==> config.mk <==
export PLATFORM = sky130hd
export DESIGN_NAME = sorted_key_record_table_unit
export DESIGN_NICKNAME = d
export VERILOG_FILES = /design/src/hdl/skrt_pkg.sv /design/src/hdl/skrt_cell.sv /design/src/hdl/sorted_key_record_table_unit.sv
export SDC_FILE = /design/constraint.sdc
export NUM_CORES = 2
export LEC_CHECK = 0
export BUFFER_PORTS_ARGS = -buffer_cell sky130_fd_sc_hd__buf_2
export CAP_MARGIN = 20
export CORE_AREA = 2 2 325 649
export DETAILED_ROUTE_END_ITERATION = 6
export DIE_AREA = 0 0 327 651
export PLACE_DENSITY = 0.46
export SYNTH_ARGS = -nofsm -noshare
export SYNTH_HDL_FRONTEND = slang
export SYNTH_SLANG_ARGS = --single-unit
export TNS_END_PERCENT = 10
==> constraint.sdc <==
create_clock -name clk -period 10.5 [get_ports clk]
set_clock_uncertainty 0.05 [all_clocks]
set_input_delay 1.05 -clock clk [delete_from_list [all_inputs] [get_ports clk]]
set_output_delay 1.05 -clock clk [all_outputs]
set_load 0.01 [all_outputs]
==> src/hdl/skrt_pkg.sv <==
// shared types and codes for the sorted key record table
// command and status codes, cell operations and the link structs between cells
// no dependencies

package skrt_pkg;

  // command field of an input transaction
  typedef enum logic [1:0] {
    CMD_INSERT = 2'd0,
    CMD_DELETE = 2'd1,
    CMD_SEARCH = 2'd2,
    CMD_LIST   = 2'd3
  } cmd_t;

  // status field of a result transaction
  typedef enum logic [2:0] {
    ST_INSERTED  = 3'd0,
    ST_DUPLICATE = 3'd1,
    ST_FULL      = 3'd2,
    ST_DELETED   = 3'd3,
    ST_NOT_FOUND = 3'd4,
    ST_FOUND     = 3'd5,
    ST_LISTED    = 3'd6,
    ST_EMPTY     = 3'd7
  } status_t;

  // what every cell does in a cycle
  typedef enum logic [1:0] {
    OP_HOLD   = 2'd0,
    OP_INSERT = 2'd1,
    OP_DELETE = 2'd2,
    OP_ROTATE = 2'd3
  } cell_op_t;

  // control state of the top level
  typedef enum logic {
    S_IDLE = 1'b0,
    S_LIST = 1'b1
  } fsm_t;

  localparam int KEY_FIELD_W   = 16;
  localparam int MARKS_FIELD_W = 10;

  // broadcast from the control to all cells
  typedef struct packed {
    cell_op_t                   op;
    logic [KEY_FIELD_W-1:0]     key;
    logic [MARKS_FIELD_W-1:0]   marks;
    logic [KEY_FIELD_W-1:0]     head_key;
    logic [MARKS_FIELD_W-1:0]   head_marks;
  } cell_ctrl_t;

  // what a cell shows its neighbors
  typedef struct packed {
    logic                       valid;
    logic                       lt;
    logic [KEY_FIELD_W-1:0]     key;
    logic [MARKS_FIELD_W-1:0]   marks;
  } cell_link_t;

endpackage

==> src/hdl/skrt_cell.sv <==
// one slot of the sorted record chain: valid flag, key and marks
// compares its key with the broadcast key and shifts with its neighbors
// depends on skrt_pkg

module skrt_cell import skrt_pkg::*; #(
  parameter int KEY_W = 16
) (
  input  logic       clk,
  input  logic       rst,
  input  cell_ctrl_t ctrl,
  input  cell_link_t left,
  input  cell_link_t right,
  output cell_link_t here,
  output logic       eq
);

  logic               valid;
  logic               valid_next;
  logic [KEY_W-1:0]   key;
  logic [KEY_W-1:0]   key_next;
  logic [MARKS_FIELD_W-1:0] marks;
  logic [MARKS_FIELD_W-1:0] marks_next;
  logic [KEY_W-1:0]   cmp_key;
  logic               lt;

  // compare against the broadcast key
  assign cmp_key = ctrl.key[KEY_W-1:0];
  assign lt      = valid && (key < cmp_key);
  assign eq      = valid && (key == cmp_key);

  assign here = '{valid: valid, lt: lt, key: KEY_FIELD_W'(key), marks: marks};

  // next contents of the slot
  always_comb begin
    valid_next = valid;
    key_next   = key;
    marks_next = marks;
    unique case (ctrl.op)
      OP_INSERT: begin
        if (!lt) begin
          if (left.lt) begin
            valid_next = 1'b1;
            key_next   = cmp_key;
            marks_next = ctrl.marks;
          end else begin
            valid_next = left.valid;
            key_next   = left.key[KEY_W-1:0];
            marks_next = left.marks;
          end
        end
      end
      OP_DELETE: begin
        if (!lt) begin
          valid_next = right.valid;
          key_next   = right.key[KEY_W-1:0];
          marks_next = right.marks;
        end
      end
      OP_ROTATE: begin
        if (right.valid) begin
          key_next   = right.key[KEY_W-1:0];
          marks_next = right.marks;
        end else if (valid) begin
          key_next   = ctrl.head_key[KEY_W-1:0];
          marks_next = ctrl.head_marks;
        end
      end
      default: begin
        valid_next = valid;
      end
    endcase
  end

  // occupancy flag
  always_ff @(posedge clk) begin
    if (rst) begin
      valid <= 1'b0;
    end else begin
      valid <= valid_next;
    end
  end

  // record payload
  always_ff @(posedge clk) begin
    key   <= key_next;
    marks <= marks_next;
  end

endmodule

==> src/hdl/sorted_key_record_table_unit.sv <==
// top level of the sorted key record table: control, chain of cells, result register
// depends on skrt_pkg and skrt_cell
//
// Usage:
//   Input transactions arrive on s_tvalid/s_tready/s_tdata, each carrying a
//   command (insert, delete, search, list), a key and a marks value. Results
//   leave on m_tvalid/m_tready/m_tdata with m_tlast on the final result of a
//   command. Insert, delete and search give one result each, registered in the
//   cycle after the input transaction; all cells compare their keys with the
//   incoming key at once and shift in that same cycle, so a new command can
//   be taken every cycle while the receiver keeps up.
//   List gives one result per held record in ascending key order, one per
//   cycle while the receiver keeps up, by rotating the chain through its head
//   cell, and restores the order at its end. A list of an empty table gives
//   one empty result.
//   Reset clears the occupancy flags of all cells, the record count and the
//   result valid flag; the table is empty afterwards.
//   When m_tready is low the result register holds, the chain does not move
//   and s_tready stays low until the result is taken.

module sorted_key_record_table_unit import skrt_pkg::*; #(
  parameter int CAPACITY = 32,
  parameter int KEY_BITS = 16
) (
  input  logic        clk,
  input  logic        rst,
  input  logic        s_tvalid,
  output logic        s_tready,
  input  logic [31:0] s_tdata,  // cmd[1:0], key[17:2], marks_in[27:18], zero fill
  output logic        m_tvalid,
  input  logic        m_tready,
  output logic [39:0] m_tdata,  // status[2:0], key_out[18:3], marks_out[28:19],
                                // entry_count[34:29], zero fill
  output logic        m_tlast
);

  localparam int KB = (KEY_BITS < KEY_FIELD_W) ? KEY_BITS : KEY_FIELD_W;
  localparam int CW = $clog2(CAPACITY + 1);
  localparam int IW = $clog2(CAPACITY);

  fsm_t                     state;
  fsm_t                     state_next;
  logic [CW-1:0]            count;
  logic [CW-1:0]            count_next;
  logic [IW-1:0]            idx;
  logic [IW-1:0]            idx_next;

  logic                     out_valid;
  status_t                  out_status;
  logic [KEY_FIELD_W-1:0]   out_key;
  logic [MARKS_FIELD_W-1:0] out_marks;
  logic [5:0]               out_count;
  logic                     out_last;

  cmd_t                     cmd;
  logic [KEY_FIELD_W-1:0]   key_in;
  logic [KEY_FIELD_W-1:0]   key_m;
  logic [MARKS_FIELD_W-1:0] marks_in;
  logic                     in_acc;
  logic                     slot_free;
  logic                     hit;
  logic                     full;
  logic                     list_end;
  logic [MARKS_FIELD_W-1:0] found_marks;

  cell_op_t                 cell_op;
  cell_ctrl_t               ctrl;
  cell_link_t               link [CAPACITY];
  logic [CAPACITY-1:0]      eq_vec;
  logic [CAPACITY-1:0]      valid_vec;

  logic                     load;
  status_t                  r_status;
  logic [KEY_FIELD_W-1:0]   r_key;
  logic [MARKS_FIELD_W-1:0] r_marks;
  logic                     r_last;

  // input fields
  assign cmd      = cmd_t'(s_tdata[1:0]);
  assign key_in   = s_tdata[17:2];
  assign marks_in = s_tdata[27:18];
  assign key_m    = KEY_FIELD_W'(key_in[KB-1:0]);
  assign in_acc   = s_tvalid && s_tready;
  assign slot_free = !out_valid || m_tready;

  assign ctrl = '{op: cell_op, key: key_m, marks: marks_in,
                  head_key: link[0].key, head_marks: link[0].marks};

  // chain of cells, boundary links tied off at both ends
  for (genvar i = 0; i < CAPACITY; i++) begin : g_cell
    cell_link_t lft;
    cell_link_t rgt;
    if (i == 0) begin : g_first
      assign lft = '{valid: 1'b1, lt: 1'b1, key: '0, marks: '0};
    end else begin : g_mid_l
      assign lft = link[i-1];
    end
    if (i == CAPACITY - 1) begin : g_last
      assign rgt = '{valid: 1'b0, lt: 1'b0, key: '0, marks: '0};
    end else begin : g_mid_r
      assign rgt = link[i+1];
    end
    skrt_cell #(.KEY_W(KB)) u_cell (
      .clk   (clk),
      .rst   (rst),
      .ctrl  (ctrl),
      .left  (lft),
      .right (rgt),
      .here  (link[i]),
      .eq    (eq_vec[i])
    );
    assign valid_vec[i] = link[i].valid;
  end

  // match summary across the chain
  always_comb begin
    found_marks = '0;
    for (int i = 0; i < CAPACITY; i++) begin
      found_marks = found_marks | (eq_vec[i] ? link[i].marks : '0);
    end
  end

  assign hit      = |eq_vec;
  assign full     = (count == CW'(CAPACITY));
  assign list_end = (CW'(idx) == (count - CW'(1)));

  // next state
  always_comb begin
    state_next = state;
    unique case (state)
      S_IDLE: begin
        if (in_acc && (cmd == CMD_LIST) && (count != '0)) begin
          state_next = S_LIST;
        end
      end
      S_LIST: begin
        if (slot_free && list_end) begin
          state_next = S_IDLE;
        end
      end
      default: begin
        state_next = S_IDLE;
      end
    endcase
  end

  // cell operation, result and counters
  always_comb begin
    s_tready   = 1'b0;
    cell_op    = OP_HOLD;
    load       = 1'b0;
    r_status   = ST_INSERTED;
    r_key      = '0;
    r_marks    = '0;
    r_last     = 1'b1;
    count_next = count;
    idx_next   = idx;
    unique case (state)
      S_IDLE: begin
        s_tready = slot_free;
        if (in_acc) begin
          load = 1'b1;
          unique case (cmd)
            CMD_INSERT: begin
              if (hit) begin
                r_status = ST_DUPLICATE;
              end else if (full) begin
                r_status = ST_FULL;
              end else begin
                cell_op    = OP_INSERT;
                count_next = count + CW'(1);
                r_status   = ST_INSERTED;
              end
            end
            CMD_DELETE: begin
              if (hit) begin
                cell_op    = OP_DELETE;
                count_next = count - CW'(1);
                r_status   = ST_DELETED;
              end else begin
                r_status = ST_NOT_FOUND;
              end
            end
            CMD_SEARCH: begin
              if (hit) begin
                r_status = ST_FOUND;
                r_key    = key_m;
                r_marks  = found_marks;
              end else begin
                r_status = ST_NOT_FOUND;
              end
            end
            CMD_LIST: begin
              if (count == '0) begin
                r_status = ST_EMPTY;
              end else begin
                load     = 1'b0;
                idx_next = '0;
              end
            end
            default: begin
              r_status = ST_NOT_FOUND;
            end
          endcase
        end
      end
      S_LIST: begin
        if (slot_free) begin
          load     = 1'b1;
          cell_op  = OP_ROTATE;
          r_status = ST_LISTED;
          r_key    = link[0].key;
          r_marks  = link[0].marks;
          r_last   = list_end;
          idx_next = idx + IW'(1);
        end
      end
      default: begin
        s_tready = 1'b0;
      end
    endcase
  end

  // control registers
  always_ff @(posedge clk) begin
    if (rst) begin
      state     <= S_IDLE;
      count     <= '0;
      idx       <= '0;
      out_valid <= 1'b0;
    end else begin
      state <= state_next;
      count <= count_next;
      idx   <= idx_next;
      if (load) begin
        out_valid <= 1'b1;
      end else if (m_tready) begin
        out_valid <= 1'b0;
      end
    end
  end

  // result payload
  always_ff @(posedge clk) begin
    if (load) begin
      out_status <= r_status;
      out_key    <= r_key;
      out_marks  <= r_marks;
      out_count  <= 6'(count_next);
      out_last   <= r_last;
    end
  end

  assign m_tvalid = out_valid;
  assign m_tlast  = out_last;
  assign m_tdata  = {5'b0, out_count, out_marks, out_key, out_status};

  // record count stays within the table
  a_count_range: assert property (@(posedge clk) disable iff (rst)
    count <= CW'(CAPACITY))
    else $error("record count above capacity");

  // occupied cells agree with the record count
  a_valid_count: assert property (@(posedge clk) disable iff (rst)
    $countones(valid_vec) == int'(count))
    else $error("cell occupancy differs from record count");

  // list walk never runs past the held records
  a_list_idx: assert property (@(posedge clk) disable iff (rst)
    (state == S_LIST) |-> (CW'(idx) < count))
    else $error("list index beyond record count");

  // the last listed record returns control to idle
  a_list_done: assert property (@(posedge clk) disable iff (rst)
    (state == S_LIST && slot_free && list_end) |=> (state == S_IDLE && out_last))
    else $error("list did not finish on its last record");

endmodule

======== Word-level counts from Yosys, hierarchy flattened ========
Cells that the tools add are included.
word-level totals
  word-level logic and storage cells ...... 1040
  input port bits ......................... 36
  register bits ........................... 913
  output and inout port bits .............. 43
operators by class
  muxes and demuxes ....................... 585
  order comparisons ....................... 32
  reduce and logical (&&, ||, !) cells .... 143
  equality and inequality tests ........... 140
  bitwise gates (word level) .............. 32
  add/subtract/negate cells ............... 3
operators with widths
  operator                                       count
  2-to-1 mux 16 bit                              161
  2-to-1 mux 10 bit                              193
  one-hot mux 16 bit (3 select lines)            32
  one-hot mux 10 bit (3 select lines)            32
  == test 16 bit                                 32
  less-than comparator 16 bit                    32
  bitwise OR 10 bit                              31
  != test 2 bit, second input constant           67
  AND reduction 4 bit                            33
  2-to-1 mux 1 bit                               107
  AND reduction 3 bit                            32
  != test 3 x 1 -> 1 bit, second input constant  30
  logical AND 1 bit                              68
  one-hot mux 1 bit (2 select lines)             34
  one-hot mux 16 bit (2 select lines)            1
  OR reduction 32 bit                            1
  2-to-1 mux 6 bit                               5
  2-to-1 mux 5 bit                               4
  one-hot mux 10 bit (2 select lines)            1
  2-to-1 mux 3 bit                               4
  one-hot mux 3 bit (4 select lines)             1
  one-hot mux 6 bit (2 select lines)             1
  2-to-1 mux 2 bit                               5
  one-hot mux 5 bit (2 select lines)             1
  other kinds (19)                               27

======== Logic depth before layout (Yosys ltp) ========
  depth in word-level cells ............... 38
  gate-level depth with buffers ........... 21
  gate-level depth less buffers ........... 16

======== By module ========
A second synthesis with hierarchy kept.
second synthesis, totals
  cells, all modules ...................... 7454
  area, all modules ....................... 72747.3 um2
by module, submodules not included
  module                              cells an instance  seq. area each (um2)  times used  area an instance (um2)
  skrt_cell at g_cell[0].u_cell ...   217                800.8                 21          2118.3
  skrt_cell at g_cell[29].u_cell ...  219                800.8                 10          2137.0
  sorted_key_record_table_unit        482                1341.3                1           4508.1
  skrt_cell at g_cell[31].u_cell      225                800.8                 1           2384.8

======== Worst setup path after synthesis ========
Ideal clock, no wire load.
  path type ............................... in2reg
  from .................................... in s_tdata[9]
  to ...................................... reg g_cell[12].u_cell.key[0], enable pin
  slack ................................... 3.045 ns
  library setup time ...................... 0.449 ns
  stages on the path ...................... 18
  required time ........................... 10.001 ns
  buffers on the path ..................... 6
  arrival ................................. 6.956 ns
  cell sequence ........................... inv_1 -> ha_1 -> nand4_1 -> nor2_1 -> and3_1 -> or4_4 -> nor4_4 -> and2_1 -> buf_4 -> buf_6 -> o21ai_0 -> ha_1 -> clkbuf_1 -> or2_2 -> clkbuf_1 -> clkbuf_1 -> clkbuf_1 -> a211oi_1
between the ends
  cells in the longest elaborated chain, start to end .. 10
  elaborated cells between the ends (all ways) .. 80
  those cells by class .................... order compare: 1; eq/ne: 38; mux: 5; reduce/logical: 36
RTL lines
  element                                                                line                                                                      RTL
  from (decl)                                                            sorted_key_record_table_unit.sv:29                                        input logic [31:0] s_tdata,
  == test 16 bit                                                         skrt_cell.sv:29                                                           assign eq = valid && (key == cmp_key);
  logical AND 1 bit                                                      skrt_cell.sv:29
  OR reduction 32 bit                                                    sorted_key_record_table_unit.sv:123                                       assign hit = |eq_vec;
  2-to-1 mux 1 bit or 2-to-1 mux 2 bit (tied branches)                   sorted_key_record_table_unit.sv:165, sorted_key_record_table_unit.sv:176
  one-hot mux 2 bit (2 select lines)                                     sorted_key_record_table_unit.sv:163                                       unique case (cmd)
  2-to-1 mux 2 bit                                                       sorted_key_record_table_unit.sv:161                                       if (in_acc) begin
  one-hot mux 2 bit (2 select lines)                                     sorted_key_record_table_unit.sv:158                                       unique case (state)
  == test 2 bit or == test 2 x 1 -> 1 bit (tied branches)                skrt_cell.sv:38                                                           unique case (ctrl.op)
  != test 3 x 1 -> 1 bit (no source line), or another cell as far along  n/a
  AND reduction 4 bit (no source line) (*)                               n/a
  to (signal assigned)                                                   skrt_cell.sv:85                                                           key <= key_next;
  to (decl)                                                              skrt_cell.sv:19                                                           logic [KEY_W-1:0] key;
Mark *: on every way between the ends. The rest lies on a longest branch, timed or not.
A chain may end at the register's enable or synchronous reset.

======== Worst setup path after layout ========
  from .................................... in s_tdata[10]
  to ...................................... reg g_cell[15].u_cell.key[0] (data pin)
between the ends
  cells in the longest elaborated chain, start to end .. 9
  elaborated cells between the ends (all ways) .. 78
  those cells by class .................... order compare: 1; eq/ne: 35; mux: 8; reduce/logical: 34
RTL lines
  element                                                  line                                                                      RTL
  == test 16 bit                                           skrt_cell.sv:29
  logical AND 1 bit                                        skrt_cell.sv:29
  OR reduction 32 bit                                      sorted_key_record_table_unit.sv:123
  2-to-1 mux 1 bit or 2-to-1 mux 2 bit (tied branches)     sorted_key_record_table_unit.sv:165, sorted_key_record_table_unit.sv:176
  one-hot mux 2 bit (2 select lines)                       sorted_key_record_table_unit.sv:163
  2-to-1 mux 2 bit                                         sorted_key_record_table_unit.sv:161
  one-hot mux 2 bit (2 select lines)                       sorted_key_record_table_unit.sv:158
  == test 2 bit or == test 2 x 1 -> 1 bit (tied branches)  skrt_cell.sv:38
  one-hot mux 16 bit (3 select lines) (*)                  skrt_cell.sv:38
  named net g_cell[15].u_cell.key_next[0]                  skrt_cell.sv:20                                                           logic [KEY_W-1:0] key_next;
  to (signal assigned)                                     skrt_cell.sv:85
  to (decl)                                                skrt_cell.sv:19
Mark *: on every way through the listed nets, which the timed path passes. The rest lies on a longest branch. The select of a mux whose other input is x is not followed.

==> metrics.md <==
| Metric | Value |
|---|---|
| Initial Utilization | a little over a third |
| Reg clk slew, reported paths | ~0.07 ns |
| Post-DR vias/cell | around 6.4 |
| Hold Path Class | register to register |
| Clock Latency Late Sink | between 0.7 and 0.8 ns |
| Achievable Freq | roughly 0.12 GHz |
| Clock share of power | about 37% |
| Largest net degree at the start of global routing | slightly below 200 |
| 1st-iter DRT viols | roughly 5800 |
| Fin crit share | between 70 and 80% |
| Final setup vio count | 0 |
| Net count reported at finish | about 7000 |
| Yosys cell types | slightly above 60 |
| Final setup TNS | 0 ns |
| Final instance area | 79300 um^2 |
| Most common cell after layout, fill and taps aside | a22oi_1 |
| Logic pwr share | approximately 19% |
| Routed len/inst | 33.4 um |
| Startpoint Class | input pin |
| Avg Cell Area, Syn | approximately 10 um^2 |
| GRT Util Overall | 28.8% |
| Die width | about 330 um |
| CTS Sinks | 913 |
| Vias in the first global route | 60600 |
| R2r startpoint | g_cell[16].u_cell.key[15] |
| Final wirelength | approximately 320 mm |
| Routed via count | about 60000 |
| Layout cell share with drive strength beyond 1 | approximately 20% |
| Sw frac | a little under a third |
| CP Class | input pin to register |
| Critical path required time | around 11 ns |
| Area grow syn2layout | 9.49% |
| Post-synth EDFFs | 868 |
| Yosys reg bits | 913 |
| Internal Dissipation | about 7.1 mW |
| Leakage power figure | roughly 25 nW |
| M2 GR Usage | 48.9% |
| Min cycle time layout | about 8.3 ns |
| Total chip power | 10.1 mW |
| Yosys warning total | 0 |
| First-pass GRT wire length | ~450 mm |
| Reg-to-reg slack, setup | between 3 and 4 ns |
| Root Buffer | clkbuf_16 |
| Sw Pwr | ~3.1 mW |
| # hold bufs at CTS | 0 |
| Most Crowded Layer GR | met2 |
| RSZ-0062 raised after global routing | no |
| Crit. End Element | register |
| CP arrival | ~8.6 ns |
| PwrDens | ~130 nW/um^2 |
| Post-CTS setup buffers | 0 |
| Initial antenna violation count | 7 |
| Critical path fanouts, max | 65 |
| Worst slew margin | between 10 and 15% |
| CTS Buffer Depth | 3 |
| Sequential share of the synthesized area | 37.2% |
| Hpwl dp | about 220 mm |
| Top Ports | between 70 and 80 |
| Critical path origin | s_tdata[10] |
| Cell taking the most area after synthesis | edfxtp_1 |
| Num rows | around 240 |
| DRC Markers | 0 |
| Ys flop type | edfxtp_1 |
| Cell area after synthesis | between 70000 and 80000 um^2 |
| # Max-Cap Violations | 0 |
| Top cell type's share of synthesized area | a little over a third |
| Die H | 651 um |
| Grt ovf | 0 |
| Synth top area cells | edfxtp_1 36%, mux2_2 12%, mux2i_1 11% |
| Part of the power in registers | 44.1% |
| DP Area | between 70000 and 80000 um^2 |
| Worst-Margin Slew | 1.28 ns |
| Peak supply drop | roughly 210 uV |
| Num CTS Buffers | 100 |
| Finished Core Util | between 30% and 40% |
| H-tree levels | 3 |
| Die area | roughly 210000 um^2 |
| Hold Startpoint | idx[1] |
| GR Util met1 | roughly 34% |
| First-pass detailed-route iteration total | 6 |
| Port buffer count | 69 |
| Synth Instances | ~7000 |
| GR Util met3 | 3.50% |
| Post-route ant nets | 0 |
| CTS tree | done |
| Core outline area | between 200000 and 250000 um^2 |
| Most frequent cells in the layout | 877 x a22oi_1, 870 x o21ai_0, 868 x edfxtp_1 |
| Final GP Congestion | roughly 0.94 |
| Outcome | finished, final reports clean |
| Post-synth ARST share | 0% |
| Fin. max-slew vios | 0 |
| Final hold violations | 0 |
| Cts repair resizes | 0 |
## cell families (layout without fill, tap and decap cells)
family | count (synthesis) | after routing | share of synthesized area (%)
AOI/OAI and AO/OA | 2331 | 2331 | 20.6
xor gates and xnor gates | 14 | 14 | 0.169
adders and majority gates | 519 | 519 | 8.96
buffers and inverters | 796 | 590 | 4.57
DFF | 913 | 913 | 37.2
muxes | 1549 | 1549 | 22.7
other | 1 | 8 | 0.00518
and+or+nand+nor | 816 | 816 | 5.73
## metal layers
layer | up-vias | part of all wire [%]
li1 | 26700 | -
met1 | 30500 | 38
met2 | 2704 | 48
met3 | 845 | 5.7
met4 | 6 | 8.3
met5 | - | 0.013
## sequential cells by signal, summed over array words and instances (netlist names)
signal,flops
out_status,3
out_key,16
m_tvalid,1
g_cell.u_cell.valid,32
out_count,6
m_tlast,1
idx,5
g_cell.u_cell.marks,320
state,1
count,6
g_cell.u_cell.key,512
out_marks,10
## cells in the mapped netlist, types with 29 or more instances
library cell,n
a22oi_1,877
o21ai_0,870
edfxtp_1,868
mux2i_1,799
mux2_2,750
ha_1,519
clkbuf_1,506
nand2_1,204
a21oi_1,155
nor2_1,153
nand4_1,138
a21o_1,131
buf_1,96
nand3_1,88
inv_1,84
o21ai_1,69
nor2b_1,65
buf_4,64
dfxtp_1,45
buf_2,42
nor3_1,39
nand2b_1,34
and3_1,33
a211oi_1,30
o311ai_0,30
a311oi_1,29
## power groups by stage
stage | clock network, mW | logic (mW) | registers [mW]
floorplan | 0 | 1.23 | 4.45
global placement | 0 | 1.82 | 4.54
detailed placement | 0 | 1.86 | 4.55
CTS | 3.87 | 1.87 | 4.47
global route | 3.96 | 2.02 | 4.49
finish | 3.79 | 1.88 | 4.48
## through the flow
stage / instances / setup WS, ns / hold slack, ns
after CTS: 9485 / 2.36 / 0.486
after detailed placement: 9299 / 1.61 / 0.476
after global placement: 9299 / 1.62 / 0.464
after floorplan: 6943 / 3.05 / 0.439
after global routing: 9487 / 2.07 / 0.505
final: 9488 / 2.23 / 0.477
## path summary, 6_finish.rpt
kind / cells past startpoint / to
worst min-delay path: 2 / idx[1]
worst max register to register: 13 / g_cell[15].u_cell.key[0]
worst min register to register: 2 / idx[1]
worst max-delay path: 17 / g_cell[15].u_cell.key[0]
## critical path, cell delays in order
cell      delay (ns)
buf_2           0.10
buf_4           0.29
inv_2           0.79
buf_4           0.36
ha_1            0.26
nand4_1         0.12
nor2_1          0.14
and3_4          0.29
or4_4           0.58
nor4_4          0.71
and2_1          0.64
o21ai_0         0.43
ha_4            0.36
buf_4           0.38
or2_4           0.56
buf_4           0.34
o311ai_0        1.01
## area by class of cell
type | count | area [um^2]
clock buffers | 144 | 2820
clock inverters | 42 | 473
repair buffers | 320 | 2420
inverters | 84 | 315
fillers | 20300 | 129000
diodes | 3 | 7.51
multi-input cells | 5234 | 42900
flip-flops and latches | 913 | 27000
well taps | 2748 | 3440
Power figures use the tool's default switching activity.
